[config.mk]
export PLATFORM = sky130hd
export DESIGN_NAME = pgr_queue
export DESIGN_NICKNAME = d
export VERILOG_FILES = /design/src/rtl/pgr_pkg.sv /design/src/rtl/pgr_queue.sv
export SDC_FILE = /design/constraint.sdc
export NUM_CORES = 1
export LEC_CHECK = 0
export ABC_AREA = 1
export ABC_CLOCK_PERIOD_IN_PS = 7920
export BUFFER_PORTS_ARGS = -buffer_cell sky130_fd_sc_hd__buf_2
export CORE_ASPECT_RATIO = 1.2
export CORE_MARGIN = 5
export CORE_UTILIZATION = 52
export CTS_CLUSTER_DIAMETER = 200
export CTS_CLUSTER_SIZE = 16
export DETAILED_ROUTE_END_ITERATION = 10
export GPL_TIMING_DRIVEN = 0
export PLACE_DENSITY = 0.76
export SLEW_MARGIN = 20
export SYNTH_ARGS = -nofsm -noshare
export SYNTH_HDL_FRONTEND = slang
export SYNTH_SLANG_ARGS = --single-unit
[constraint.sdc]
create_clock -name clk -period 7.92 [get_ports clk]
set_input_delay 0 -clock clk [delete_from_list [all_inputs] [get_ports clk]]
set_output_delay 0 -clock clk [all_outputs]
set_load 0.005 [all_outputs]
[src/rtl/pgr_pkg.sv]
// Package for the pinhole ray generator: shared types and constants.
// Used by every module of the block; has no dependencies of its own.
package pgr_pkg;

  // Configuration register indexes.
  localparam logic [3:0] CFG_EYE_X      = 4'd0;
  localparam logic [3:0] CFG_EYE_Y      = 4'd1;
  localparam logic [3:0] CFG_EYE_Z      = 4'd2;
  localparam logic [3:0] CFG_RIGHT_AXIS = 4'd3;
  localparam logic [3:0] CFG_UP_AXIS    = 4'd4;
  localparam logic [3:0] CFG_VIEW_AXIS  = 4'd5;
  localparam logic [3:0] CFG_HALF_W_TAN = 4'd6;
  localparam logic [3:0] CFG_HALF_H_TAN = 4'd7;

  // Reset values of the configuration registers.
  localparam logic [31:0] EYE_X_RST      = 32'h0000_0000;
  localparam logic [31:0] EYE_Y_RST      = 32'h0000_0000;
  localparam logic [31:0] EYE_Z_RST      = 32'h0001_0000;
  localparam logic [47:0] RIGHT_AXIS_RST = 48'h0000_0000_4000;
  localparam logic [47:0] UP_AXIS_RST    = 48'h0000_4000_0000;
  localparam logic [47:0] VIEW_AXIS_RST  = 48'hFFFF_0000_0000;
  localparam logic [23:0] HALF_W_TAN_RST = 24'd37837;
  localparam logic [23:0] HALF_H_TAN_RST = 24'd21284;

  // Queue between the front and back parts.
  localparam int QUEUE_DEPTH = 4;
  localparam int QUEUE_AW    = $clog2(QUEUE_DEPTH);

  // Back pipeline: five set-up stages, square-root steps, divide set-up,
  // divide steps and the output register.
  localparam int SQRT_STEPS = 31;
  localparam int DIV_STEPS  = 15;
  localparam int BACK_DEPTH = 5 + SQRT_STEPS + 1 + DIV_STEPS + 1;

  // Unit length in Q1.14.
  localparam logic [14:0] UNIT_LEN = 15'd16384;

  // Combined vector handed from the front to the back.
  typedef struct packed {
    logic [48:0] mag_x;
    logic [48:0] mag_y;
    logic [48:0] mag_z;
    logic [2:0]  neg;
    logic        zero;
  } pgr_vec_t;

  // Scaled magnitudes and signs carried alongside the length computation.
  typedef struct packed {
    logic [29:0] a_x;
    logic [29:0] a_y;
    logic [29:0] a_z;
    logic [2:0]  neg;
    logic        zero;
  } pgr_side_t;

endpackage

[src/rtl/pgr_queue.sv]
// Short queue of combined vectors between the front and back parts.
// Depends on pgr_pkg.
module pgr_queue (
  input  logic              clk,
  input  logic              rst_n,
  input  logic              push_valid,
  output logic              push_ready,
  input  pgr_pkg::pgr_vec_t push_data,
  output logic              pop_valid,
  input  logic              pop_ready,
  output pgr_pkg::pgr_vec_t pop_data
);
  import pgr_pkg::*;

  pgr_vec_t            mem_r [QUEUE_DEPTH];
  logic [QUEUE_AW-1:0] wr_r, rd_r;
  logic [QUEUE_AW:0]   cnt_r;
  logic                do_push, do_pop;

  assign push_ready = (cnt_r != (QUEUE_AW+1)'(QUEUE_DEPTH));
  assign pop_valid  = (cnt_r != '0);
  assign pop_data   = mem_r[rd_r];
  assign do_push    = push_valid && push_ready;
  assign do_pop     = pop_valid && pop_ready;

  // Pointers and fill count.
  always_ff @(posedge clk) begin
    if (!rst_n) begin
      wr_r  <= '0;
      rd_r  <= '0;
      cnt_r <= '0;
    end else begin
      if (do_push) wr_r <= wr_r + 1'b1;
      if (do_pop)  rd_r <= rd_r + 1'b1;
      if (do_push && !do_pop)      cnt_r <= cnt_r + 1'b1;
      else if (do_pop && !do_push) cnt_r <= cnt_r - 1'b1;
    end
  end

  // Storage.
  always_ff @(posedge clk) begin
    if (do_push) mem_r[wr_r] <= push_data;
  end

endmodule

==> results of run 1 <==
kinds of logic (layout without fill, tap and decap cells):
group / after synthesis / after routing / synth area share (%)
DFF: 613 / 613 / 80.53
AOI/OAI and AO/OA: 457 / 457 / 10.89
and+or+nand+nor: 336 / 336 / 5.583
buffers and inverters: 115 / 665 / 2.602
adders and majority gates: 6 / 6 / 0.3630
xor gates and xnor gates: 1 / 1 / 0.03851
other: 0 / 4 / 0
layer usage:
layer / vias to the layer above / global-route usage [%] / share of wire, %
li1: 6831 / - / -
met1: 7593 / 30.20 / 37
met2: 740 / 43.59 / 52
met3: 133 / 5.224 / 8.0
met4: 0 / 9.097 / 3.5
met5: - / 0 / 0
cells in the final DEF (no fill, tap or decap):
cell type	count
edfxtp_1	604
buf_2	342
nor2_1	312
o21ai_0	268
dlygate4sd3_1	155
o22ai_1	151
clkbuf_16	45
clkbuf_1	44
o21ai_1	35
buf_16	24
nand2_1	15
inv_1	14
clkbuf_2	12
buf_6	11
dfxtp_1	9
buf_12	8
buf_4	5
ha_1	5
diode_2	4
nor2_4	4
nand3_1	4
a21oi_1	3
inv_2	2
buf_8	2
xor2_1	1
nand3b_1	1
fa_1	1
clkinv_8	1
sequential cells by signal, indices dropped and copies added (netlist names), named ones only:
name	cells
wr_r	2
rd_r	2
mem_r	604
cnt_r	3
final cells by class:
class,instances,area [sq um]
plain buffers,99,531.8
repair buffers,496,3939
clock inverters,1,16.27
fillers,2968,14910
clock buffers,53,1156
diodes,4,10.01
multi-input cells,800,3867
flip-flops and latches,613,18320
inverters,16,60.06
well taps,559,699.4
how the worst max path moves through the flow:
stage | startpoint | to | slack (ns) | depth (start not counted)
6_report | cnt_r[0]$_SDFFE_PN0P_ | mem_r[0][93]$_DFFE_PP_ | 5.30 | 8
5_1_grt | cnt_r[0]$_SDFFE_PN0P_ | mem_r[0][87]$_DFFE_PP_ | 5.19 | 8
4_1_cts | register | pop_data[111] | 5.32 | 6
3_5_place_dp | cnt_r[0]$_SDFFE_PN0P_ | mem_r[0][93]$_DFFE_PP_ | 5.39 | 8
3_3_place_gp | cnt_r[0]$_SDFFE_PN0P_ | mem_r[3][79]$_DFFE_PP_ | -5.01 | 4
2_1_floorplan | cnt_r[0]$_SDFFE_PN0P_ | mem_r[0][0]$_DFFE_PP_ | 0.30 | 4
worst max-delay path, stage by stage, from the launching register on:
cell	delay, ns
dfxtp_1	0.41
nor2_1	0.09
nand2_1	0.16
nand2_1	0.28
nor2_4	0.53
buf_16	0.24
buf_16	0.17
buf_12	0.20
buf_8	0.19
report_power, final:
group / leakage (uW) / internal, uW / switching [uW] / total [uW]
Clock: 0.000571 / 1020 / 1010 / 2030
Sequential: 0.00561 / 3930 / 82.0 / 4010
Combinational: 0.00391 / 846 / 1470 / 2320
through the flow:
step	hold slack [ns]	total power, uW	utilization [%]
final	0.1787	8363	65.72
after global placement	0.2088	6259	57.42
after CTS	0.1364	8393	65.70
after detailed placement	0.2149	6325	59.44
after floorplan	0.09887	5213	-
after global routing	0.1483	8736	65.72
what timing repair did:
action,in CTS,in global routing
hold buffers,155,0
setup endpoints to repair,0,0
hold endpoints to repair,613,0
==> out/metrics.cfg, run 1 <==
[timing]
max_freq_mhz=381.6
rsz0062_at_grt=no
setup_slack_ns=5.300
drv_slew=0
layout_min_cycle_time_ns=2.620
setup_violations=0
final.period_utilization_pct=33.09
hold_violations=0
worst_pin_slew_ns=0.6269
slew_headroom_pct=58.21
finalClockSkew_ns=0.01921
tns_ns=0

[detailed_routing]
drt_first_pass_iters=5
via_count=15300
initialDrtViolationCount=1215
wl_mm=60.88
drt_drc_violations_left=0
vias_per_cell=5.792
ant_nets=0
wire_per_inst_um=23.05

[synth]
ys_seq_area_share_pct=80.53
syn-num-nets=1689
synth-async-reset-ratio_pct=0
synth_cell_types=20
ys_top_cells_by_area=edfxtp_1 80%, o21ai_0 5.9%, nor2_1 5.2%
synth_top_area_cell=edfxtp_1
synth_cells=1528
netlist_top_cells_count=604 x edfxtp_1, 316 x nor2_1, 268 x o21ai_0
ys_seq_elements=613
yosysWarnings=0
synth_top_flop_cell=edfxtp_1
synth_edf_count=604
synth_top_area_share_pct=79.74
netlist_area_sq_mm=0.02275
synth.most_common_cell=edfxtp_1
syn-mean-instance-area_sq_um=14.89

[critical_path]
cp_max_fo=22
end_kind=register
cp_data_required_time_ns=8.18
startpoint_type=register
crit_type=reg -> reg
worstPathArrival_ns=2.89
worst-r2r-setup-slack_ns=5.30
worstReg2RegStart=cnt_r[0]$_SDFFE_PN0P_
worst_r2r_path_depth=8
r2r_end=mem_r[0][93]$_DFFE_PP_

[global_routing]
antenna_found_initial=3
grt_overflow=0
grt_usage_pct=24.66
grt_max_degree=24
grt_pass1_vias=15940
grt_pass1_wl_mm=91.88

[placement]
port_buffers=307
place_ws_ns=5.389
hpwl_mm=38.43
dpl_cell_area_sq_mm=0.02586
place_inst=2428
finalWeightedCongestion=0.7684

[final_layout]
fin_area_sq_mm=0.02860
area_growth_pct=25.72
final_net_count=2231
instances_no_fill=2641
drive_above_1_share_pct=21.94

[floorplanning]
dieArea_sq_mm=0.04804
start_util_pct=52.28
dieHeight_um=239.1
ios=308
rows=84
core_area_sq_mm=0.04351
die-width_um=200.9

[min_path]
hp-class=in -> reg
hp-start=push_data[16]
holdPathStages=2
hold-path-endpoint=mem_r[2][16]$_DFFE_PP_

[clock_network]
clk_latency_ns=0.57
ctsRootBufferMaster=clkbuf_16
htreeDepth=2
numCtsBuffers=44
post-cts-setup-buffer-count=0
cts_tree=done
cts.sinks=613
ctsResizeCount=0
clk_pin_slew_ns=0.07
clockBufferDepth=3

[power_and_ir_drop]
powerDensity_mw_per_mm2=292.4
leakagePower_uw=0.01009
ir_worst_vdd_mv=0.2373

[job]
maxCapViolations=0

[status]
outcome=complete, no violations

No activity file was read; power rests on OpenSTA's default activity.
==> run 2: changes to the inputs <==
- ABC_AREA: 1 -> 0
- ABC_CLOCK_PERIOD_IN_PS: 7920 -> 2210
- CORE_UTILIZATION: 52 -> 51
- PLACE_DENSITY: 0.76 -> 0.75
- clock period: 7.92 -> 2.21 ns (I/O delays scaled with it)
==> run 2 against run 1 <==
Against the previous run: cell area is 2.9% lower; largest power group unchanged; utilization is 1.1 points lower; hold slack better by 0.0059 ns; critical path depth is 3 lower; clock skew is 0.0039 ns lower; critical path type unchanged.
==> out/metrics.cfg, run 2 <==
[floorplanning]
start_util_pct=51.74  ; was 52.28%
ios=308  ; unchanged
rows=83  ; was 84
dieHeight_um=238.8  ; was 239.1 um
die-width_um=200.6  ; was 200.9 um
core_area_sq_mm=0.04299  ; was 0.04351 sq mm
dieArea_sq_mm=0.04791  ; was 0.04804 sq mm

[critical_path]
startpoint_type=register  ; unchanged
endpoint=mem_r[1][133]$_DFFE_PP_  ; was mem_r[0][93]$_DFFE_PP_
cp_max_fo=46  ; was 22
cp-startpoint=cnt_r[1]$_SDFFE_PN0P_  ; was cnt_r[0]$_SDFFE_PN0P_
end_kind=register  ; unchanged
worst-r2r-setup-slack_ns=0.01  ; was 5.30 ns
worstPathArrival_ns=2.43  ; was 2.89 ns
crit_type=reg -> reg  ; unchanged
cp_data_required_time_ns=2.44  ; was 8.18 ns
worst_r2r_path_depth=5  ; was 8
worstReg2RegStart=cnt_r[1]$_SDFFE_PN0P_  ; was cnt_r[0]$_SDFFE_PN0P_
r2r_end=mem_r[1][133]$_DFFE_PP_  ; was mem_r[0][93]$_DFFE_PP_

[final_layout]
largest_reg_flops=604  ; unchanged
multi_input_area_sq_mm=0.003721  ; was 0.003867 sq mm
layout_common_cells=604 x edfxtp_1, 307 x buf_2, 154 x dlygate4sd3_1  ; was 604 x edfxtp_1, 342 x buf_2, 312 x nor2_1
area_growth_pct=24.86  ; was 25.72%
final_net_count=1524  ; was 2231
largest_register=mem_r  ; unchanged
final_common_cell=edfxtp_1  ; unchanged
regArea_sq_mm=0.01833  ; was 0.01832 sq mm
drive_above_1_share_pct=41.47  ; was 21.94%
largestRegisters=mem_r: 604 flops, cnt_r: 3 flops  ; unchanged
fillers=2815  ; was 2968

[status]
outcome=complete, no violations  ; unchanged

[synth]
netlist_area_sq_mm=0.02224  ; was 0.02275 sq mm
syn-num-nets=998  ; was 1689
synth_top_area_share_pct=81.54  ; was 79.74%
synth_top_flop_cell=edfxtp_1  ; unchanged
syn-mean-instance-area_sq_um=26.58  ; was 14.89 sq um
ys_top_cells_by_area=edfxtp_1 82%, mux4_2 15%, dfxtp_1 0.81%  ; was edfxtp_1 80%, o21ai_0 5.9%, nor2_1 5.2%
yosysWarnings=0  ; unchanged
synth_cells=837  ; was 1528
synth_top_area_cell=edfxtp_1  ; unchanged
netlist_top_cells_count=604 x edfxtp_1, 151 x mux4_2, 17 x buf_2  ; was 604 x edfxtp_1, 316 x nor2_1, 268 x o21ai_0
ys_seq_area_share_pct=82.35  ; was 80.53%
synth_cell_types=22  ; was 20
synth.most_common_cell=edfxtp_1  ; unchanged
ys_seq_elements=613  ; unchanged
synth-async-reset-ratio_pct=0  ; unchanged
synth_edf_count=604  ; unchanged

[timing]
hold_ws_ns=0.1847  ; was 0.1787 ns
final.period_utilization_pct=99.53  ; was 33.09%
layout_min_cycle_time_ns=2.200  ; was 2.620 ns
tns_ns=0  ; unchanged
slew_headroom_pct=62.17  ; was 58.21%
setup_slack_ns=0.01028  ; was 5.300 ns
hold_violations=0  ; unchanged
drv_slew=0  ; unchanged
worst_pin_slew_ns=0.5675  ; was 0.6269 ns
max_freq_mhz=454.6  ; was 381.6 MHz
setup_violations=0  ; unchanged
finalClockSkew_ns=0.01528  ; was 0.01921 ns
rsz0062_at_grt=yes  ; was no

[detailed_routing]
drt_first_pass_iters=5  ; unchanged
drt_drc_violations_left=0  ; unchanged
wire_per_inst_um=23.18  ; was 23.05 um
wl_mm=44.72  ; was 60.88 mm
ant_nets=0  ; unchanged
via_count=10670  ; was 15.30k
vias_per_cell=5.533  ; was 5.792
initialDrtViolationCount=628  ; was 1215

[global_routing]
grt_pass1_wl_mm=68.92  ; was 91.88 mm
grt_pass1_vias=11560  ; was 15.94k
grt_overflow=0  ; unchanged
antenna_found_initial=5  ; was 3
grt_max_degree=47  ; was 24
grt_usage_pct=18.72  ; was 24.66%

[clock_network]
clk_pin_slew_ns=0.07  ; about the same
htreeDepth=2  ; unchanged
numCtsBuffers=44  ; unchanged
clockBufferDepth=3  ; unchanged
clk_latency_ns=0.56  ; was 0.57 ns
cts.sinks=613  ; unchanged
cts_tree=done  ; unchanged
ctsRootBufferMaster=clkbuf_16  ; unchanged

[power_and_ir_drop]
powerDensity_mw_per_mm2=1044  ; was 292.4 mW/mm^2
ir_worst_vdd_mv=0.8049  ; was 0.2373 mV
leakagePower_uw=0.009359  ; was 0.01009 uW

[job]
maxCapViolations=0  ; unchanged

[min_path]
holdPathStages=2  ; unchanged
hp-class=in -> reg  ; unchanged

[placement]
port_buffers=306  ; was 307
finalWeightedCongestion=0.7034  ; was 0.7684
place_ws_ns=-0.07793  ; was 5.389 ns
hpwl_mm=27.48  ; was 38.43 mm

-- run 2: cell types whose count changed after synthesis, sizes merged, moves of 10 or more --
cell | before | now
mux4 | 0 | 151
o22ai | 151 | 0
nor2 | 316 | 1
o21ai | 303 | 1
clkbuf | 48 | 7
buf | 51 | 28
nand2 | 15 | 5
inv | 16 | 3
-- run 2: cell type report --
cell class | count | share of cell area, %
repair buffers | 480 | 12.47
plain buffers | 35 | 1.338
diodes | 5 | 0.04505
inverters | 3 | 0.04054
flip-flops and latches | 613 | 65.99
clock inverters | 1 | 0.05856
multi-input cells | 186 | 13.40
well taps | 552 | 2.487
clock buffers | 54 | 4.176
-- run 2: cells by family (layout without fill, tap and decap cells) --
logic type | Yosys count | count (layout) | synth area share (%)
multiplexers | 154 | 154 | 15.42
flip-flops | 613 | 613 | 82.35
other | 0 | 5 | 0
AND/OR/NAND/NOR | 17 | 17 | 0.4106
buffers and inverters | 38 | 573 | 1.108
adder cells (fa/ha/maj) | 6 | 6 | 0.3712
XOR/XNOR | 4 | 4 | 0.1575
AO/OA/AOI/OAI | 5 | 5 | 0.1800
-- run 2: where the power goes --
group / total [uW] / internal (uW) / switching, uW
Clock: 7160 / 3670 / 3490
Sequential: 14400 / 14100 / 278
Combinational: 7470 / 3970 / 3500
Total: 29000 / 21700 / 7270
-- run 2: layer usage --
layer	GRT usage, %	wire length (um)	vias up
met2	32.51	23440	354
met1	23.73	17060	5612
li1	-	-	4650
met4	5.153	1044	0
met5	0	0	-
met3	4.993	3179	58
-- run 2: worst min-delay path by stage --
stage	from	to	slack, ns
after floorplan	push_data[0]	mem_r[0][0]$_DFFE_PP_	0.1
after global placement	push_data[0]	mem_r[0][0]$_DFFE_PP_	0.21
after detailed placement	push_data[39]	mem_r[1][39]$_DFFE_PP_	0.22
after CTS	push_data[0]	mem_r[2][0]$_DFFE_PP_	0.14
after global routing	push_data[24]	mem_r[1][24]$_DFFE_PP_	0.17
final	push_data[39]	mem_r[1][39]$_DFFE_PP_	0.18
-- run 2: what timing repair did --
| item | in CTS | in global routing |
|---|---|---|
| hold buffers | 154 | 0 |
| pin swaps | 3 | 4 |
| endpoints found under the hold margin | 613 | 0 |
| setup endpoints to repair | 328 | 252 |
| gates resized for setup | 30 | 23 |
| setup buffers | 0 | 8 |
-- run 2: worst max-delay path, stage by stage, from the launching register on --
cell and delay (ns):
dfxtp_4 0.37, nor2_4 0.05, a21boi_4 0.25, and2_4 0.55
buf_16 0.28, buf_16 0.30
-- run 2: per-stage QoR --
| step | total power [uW] | area [sq um] | utilization [%] | std cells |
|---|---|---|---|---|
| floorplan | 18690 | 22270 | - | 837 |
| global route | 30380 | 27770 | 64.60 | 1929 |
| global placement | 21460 | 24490 | 56.96 | 1695 |
| finish | 29000 | 27770 | 64.60 | 1929 |
| detailed placement | 21670 | 24800 | 57.68 | 1707 |
| CTS | 29150 | 27600 | 64.20 | 1916 |
==> run 3: changes to the inputs <==
- HOLD_SLACK_MARGIN: default -> 0.15
- PLACE_DENSITY: 0.75 -> 0.73
==> run 3 against run 2 <==
Against the previous run: clock skew fell by 0.0060 ns; clock-buffer cell count fell by 1; hold slack improved by 0.0024 ns; largest cell class unchanged.
==> out/metrics.cfg, run 3 (same netlist as run 2, synthesis figures left out) <==
[status]
outcome=complete, no violations  ; unchanged

[global_routing]
grt_overflow=0  ; unchanged
grt_pass1_vias=11640  ; was 11.56k
antenna_found_initial=5  ; unchanged
grt_pass1_wl_mm=70.35  ; was 68.92 mm
grt_usage_pct=19.18  ; was 18.72%
grt_max_degree=47  ; unchanged

[floorplanning]
dieHeight_um=238.8  ; unchanged
rows=83  ; unchanged
die-width_um=200.6  ; unchanged
core_area_sq_mm=0.04299  ; unchanged
start_util_pct=51.74  ; unchanged
dieArea_sq_mm=0.04791  ; unchanged
ios=308  ; unchanged

[critical_path]
startpoint_type=register  ; unchanged
end_kind=register  ; unchanged
cp_data_required_time_ns=2.70  ; was 2.44 ns
worstReg2RegStart=cnt_r[0]$_SDFFE_PN0P_  ; was cnt_r[1]$_SDFFE_PN0P_
cp_max_fo=8  ; was 46
crit_type=reg -> reg  ; unchanged
cp-startpoint=cnt_r[0]$_SDFFE_PN0P_  ; was cnt_r[1]$_SDFFE_PN0P_
worstPathArrival_ns=2.61  ; was 2.43 ns

[timing]
worst_pin_slew_ns=0.7232  ; was 0.5675 ns
setup_violations=0  ; unchanged
slew_headroom_pct=51.78  ; was 62.17%
rsz0062_at_grt=yes  ; unchanged
tns_ns=0  ; unchanged
final.period_utilization_pct=95.90  ; was 99.53%
max_freq_mhz=471.8  ; was 454.6 MHz
layout_min_cycle_time_ns=2.119  ; was 2.200 ns
finalClockSkew_ns=0.009238  ; was 0.01528 ns
hold_violations=0  ; unchanged
hold_ws_ns=0.1871  ; was 0.1847 ns
drv_slew=0  ; unchanged

[power_and_ir_drop]
intPower_uw=21890  ; was 21730 uW
p_seq_share_pct=49.1  ; was 49.6%
pwr-share-comb_pct=26.3  ; was 25.8%
p_sw_uw=7425  ; was 7268 uW
leakagePower_uw=0.009497  ; was 0.009359 uW
p_sw_share_pct=25.33  ; was 25.06%
total_power_uw=29320  ; was 29000 uW
clock_power_share_pct=24.6  ; was 24.7%
powerDensity_mw_per_mm2=1044  ; about the same
ir_worst_vdd_mv=0.8804  ; was 0.8049 mV

[min_path]
hp-start=push_data[139]  ; was push_data[39]
hp-class=in -> reg  ; unchanged

[final_layout]
layout_common_cells=604 x edfxtp_1, 307 x buf_2, 174 x dlygate4sd3_1  ; was 604 x edfxtp_1, 307 x buf_2, 154 x dlygate4sd3_1
final_net_count=1549  ; was 1524
final_common_cell=edfxtp_1  ; unchanged
largest_register=mem_r  ; unchanged
final_util_pct=65.35  ; was 64.60%
largestRegisters=mem_r: 604 flops, cnt_r: 3 flops  ; unchanged
drive_above_1_share_pct=40.97  ; was 41.47%
largest_reg_flops=604  ; unchanged
area_growth_pct=26.31  ; was 24.86%

[placement]
finalWeightedCongestion=0.7110  ; was 0.7034
hpwl_mm=27.30  ; was 27.48 mm
port_buffers=306  ; unchanged

[clock_network]
cts.sinks=613  ; unchanged
clk_latency_ns=0.57  ; was 0.56 ns
clk_pin_slew_ns=0.07  ; about the same
htreeDepth=2  ; unchanged
ctsRootBufferMaster=clkbuf_16  ; unchanged
clockBufferDepth=3  ; unchanged
numCtsBuffers=44  ; unchanged
cts_tree=done  ; unchanged

[detailed_routing]
wire_per_inst_um=23.55  ; was 23.18 um
wl_mm=45.99  ; was 44.72 mm
initialDrtViolationCount=609  ; was 628
drt_drc_violations_left=0  ; unchanged
vias_per_cell=5.463  ; was 5.533
via_count=10670  ; about the same
drt_first_pass_iters=5  ; unchanged
ant_nets=0  ; unchanged

[job]
maxCapViolations=0  ; unchanged

-- run 3: area by class of cell --
class	count	area [sq um]
clock buffer	53	1156
tap	552	690.7
multi-input combinational	187	3717
fill	2760	14900
inverter	3	11.26
clock inverter	1	16.27
antenna	5	12.51
sequential	613	18330
buffer	35	384.1
timing repair buffer	504	3781
-- run 3: worst max-delay path, stage by stage, from the launching register on --
cell and delay, ns:
dfxtp_4 0.41, nor2_4 0.05, a21boi_4 0.26, ha_1 0.25, inv_1 0.06, fa_1 0.39, xor2_1 0.17, or3_1 0.30
a21boi_0 0.16
-- run 3: metrics by stage --
| stage | setup slack (ns) | cell area (sq um) | cells |
|---|---|---|---|
| floorplan | 0.008984 | 22270 | 837 |
| global placement | -0.9251 | 24490 | 1695 |
| detailed placement | -0.07466 | 24850 | 1709 |
| CTS | -0.01130 | 27880 | 1941 |
| global route | -0.04152 | 28090 | 1952 |
| finish | 0.09066 | 28100 | 1953 |
-- run 3: what timing repair did --
action | CTS | global route
hold buffers | 174 | 0
hold endpoints to repair | 624 | 0
pin swaps | 3 | 2
gates resized for setup | 31 | 18
setup endpoints to repair | 269 | 272
cloned | 1 | 4
setup buffers | 3 | 3
-- run 3: power by group through the flow --
stage	registers (uW)	clock network, uW	logic (uW)
2_1_floorplan	14600	0	4130
3_3_place_gp	14600	0	6870
3_5_place_dp	14600	0	7090
4_1_cts	14400	7400	7540
5_1_grt	14500	7860	8340
6_report	14400	7210	7720
-- run 3: worst paths after layout --
path                             end  slack, ns  depth (start not counted)
max reg2reg    cnt_r[2]$_SDFFE_PN0P_       0.09                          8
min reg2reg     wr_r[1]$_SDFFE_PN0P_       0.51                          2
max            cnt_r[2]$_SDFFE_PN0P_       0.09                          8
min          mem_r[2][139]$_DFFE_PP_       0.19                          2
-- run 3: layer usage --
metal	GRT usage [%]	part of all wire, %	vias to the layer above
li1	-	-	4706
met1	24.46	39	5570
met2	33.28	53	321
met3	5.020	6.6	70
met4	5.112	2.3	2
met5	0	0.028	-
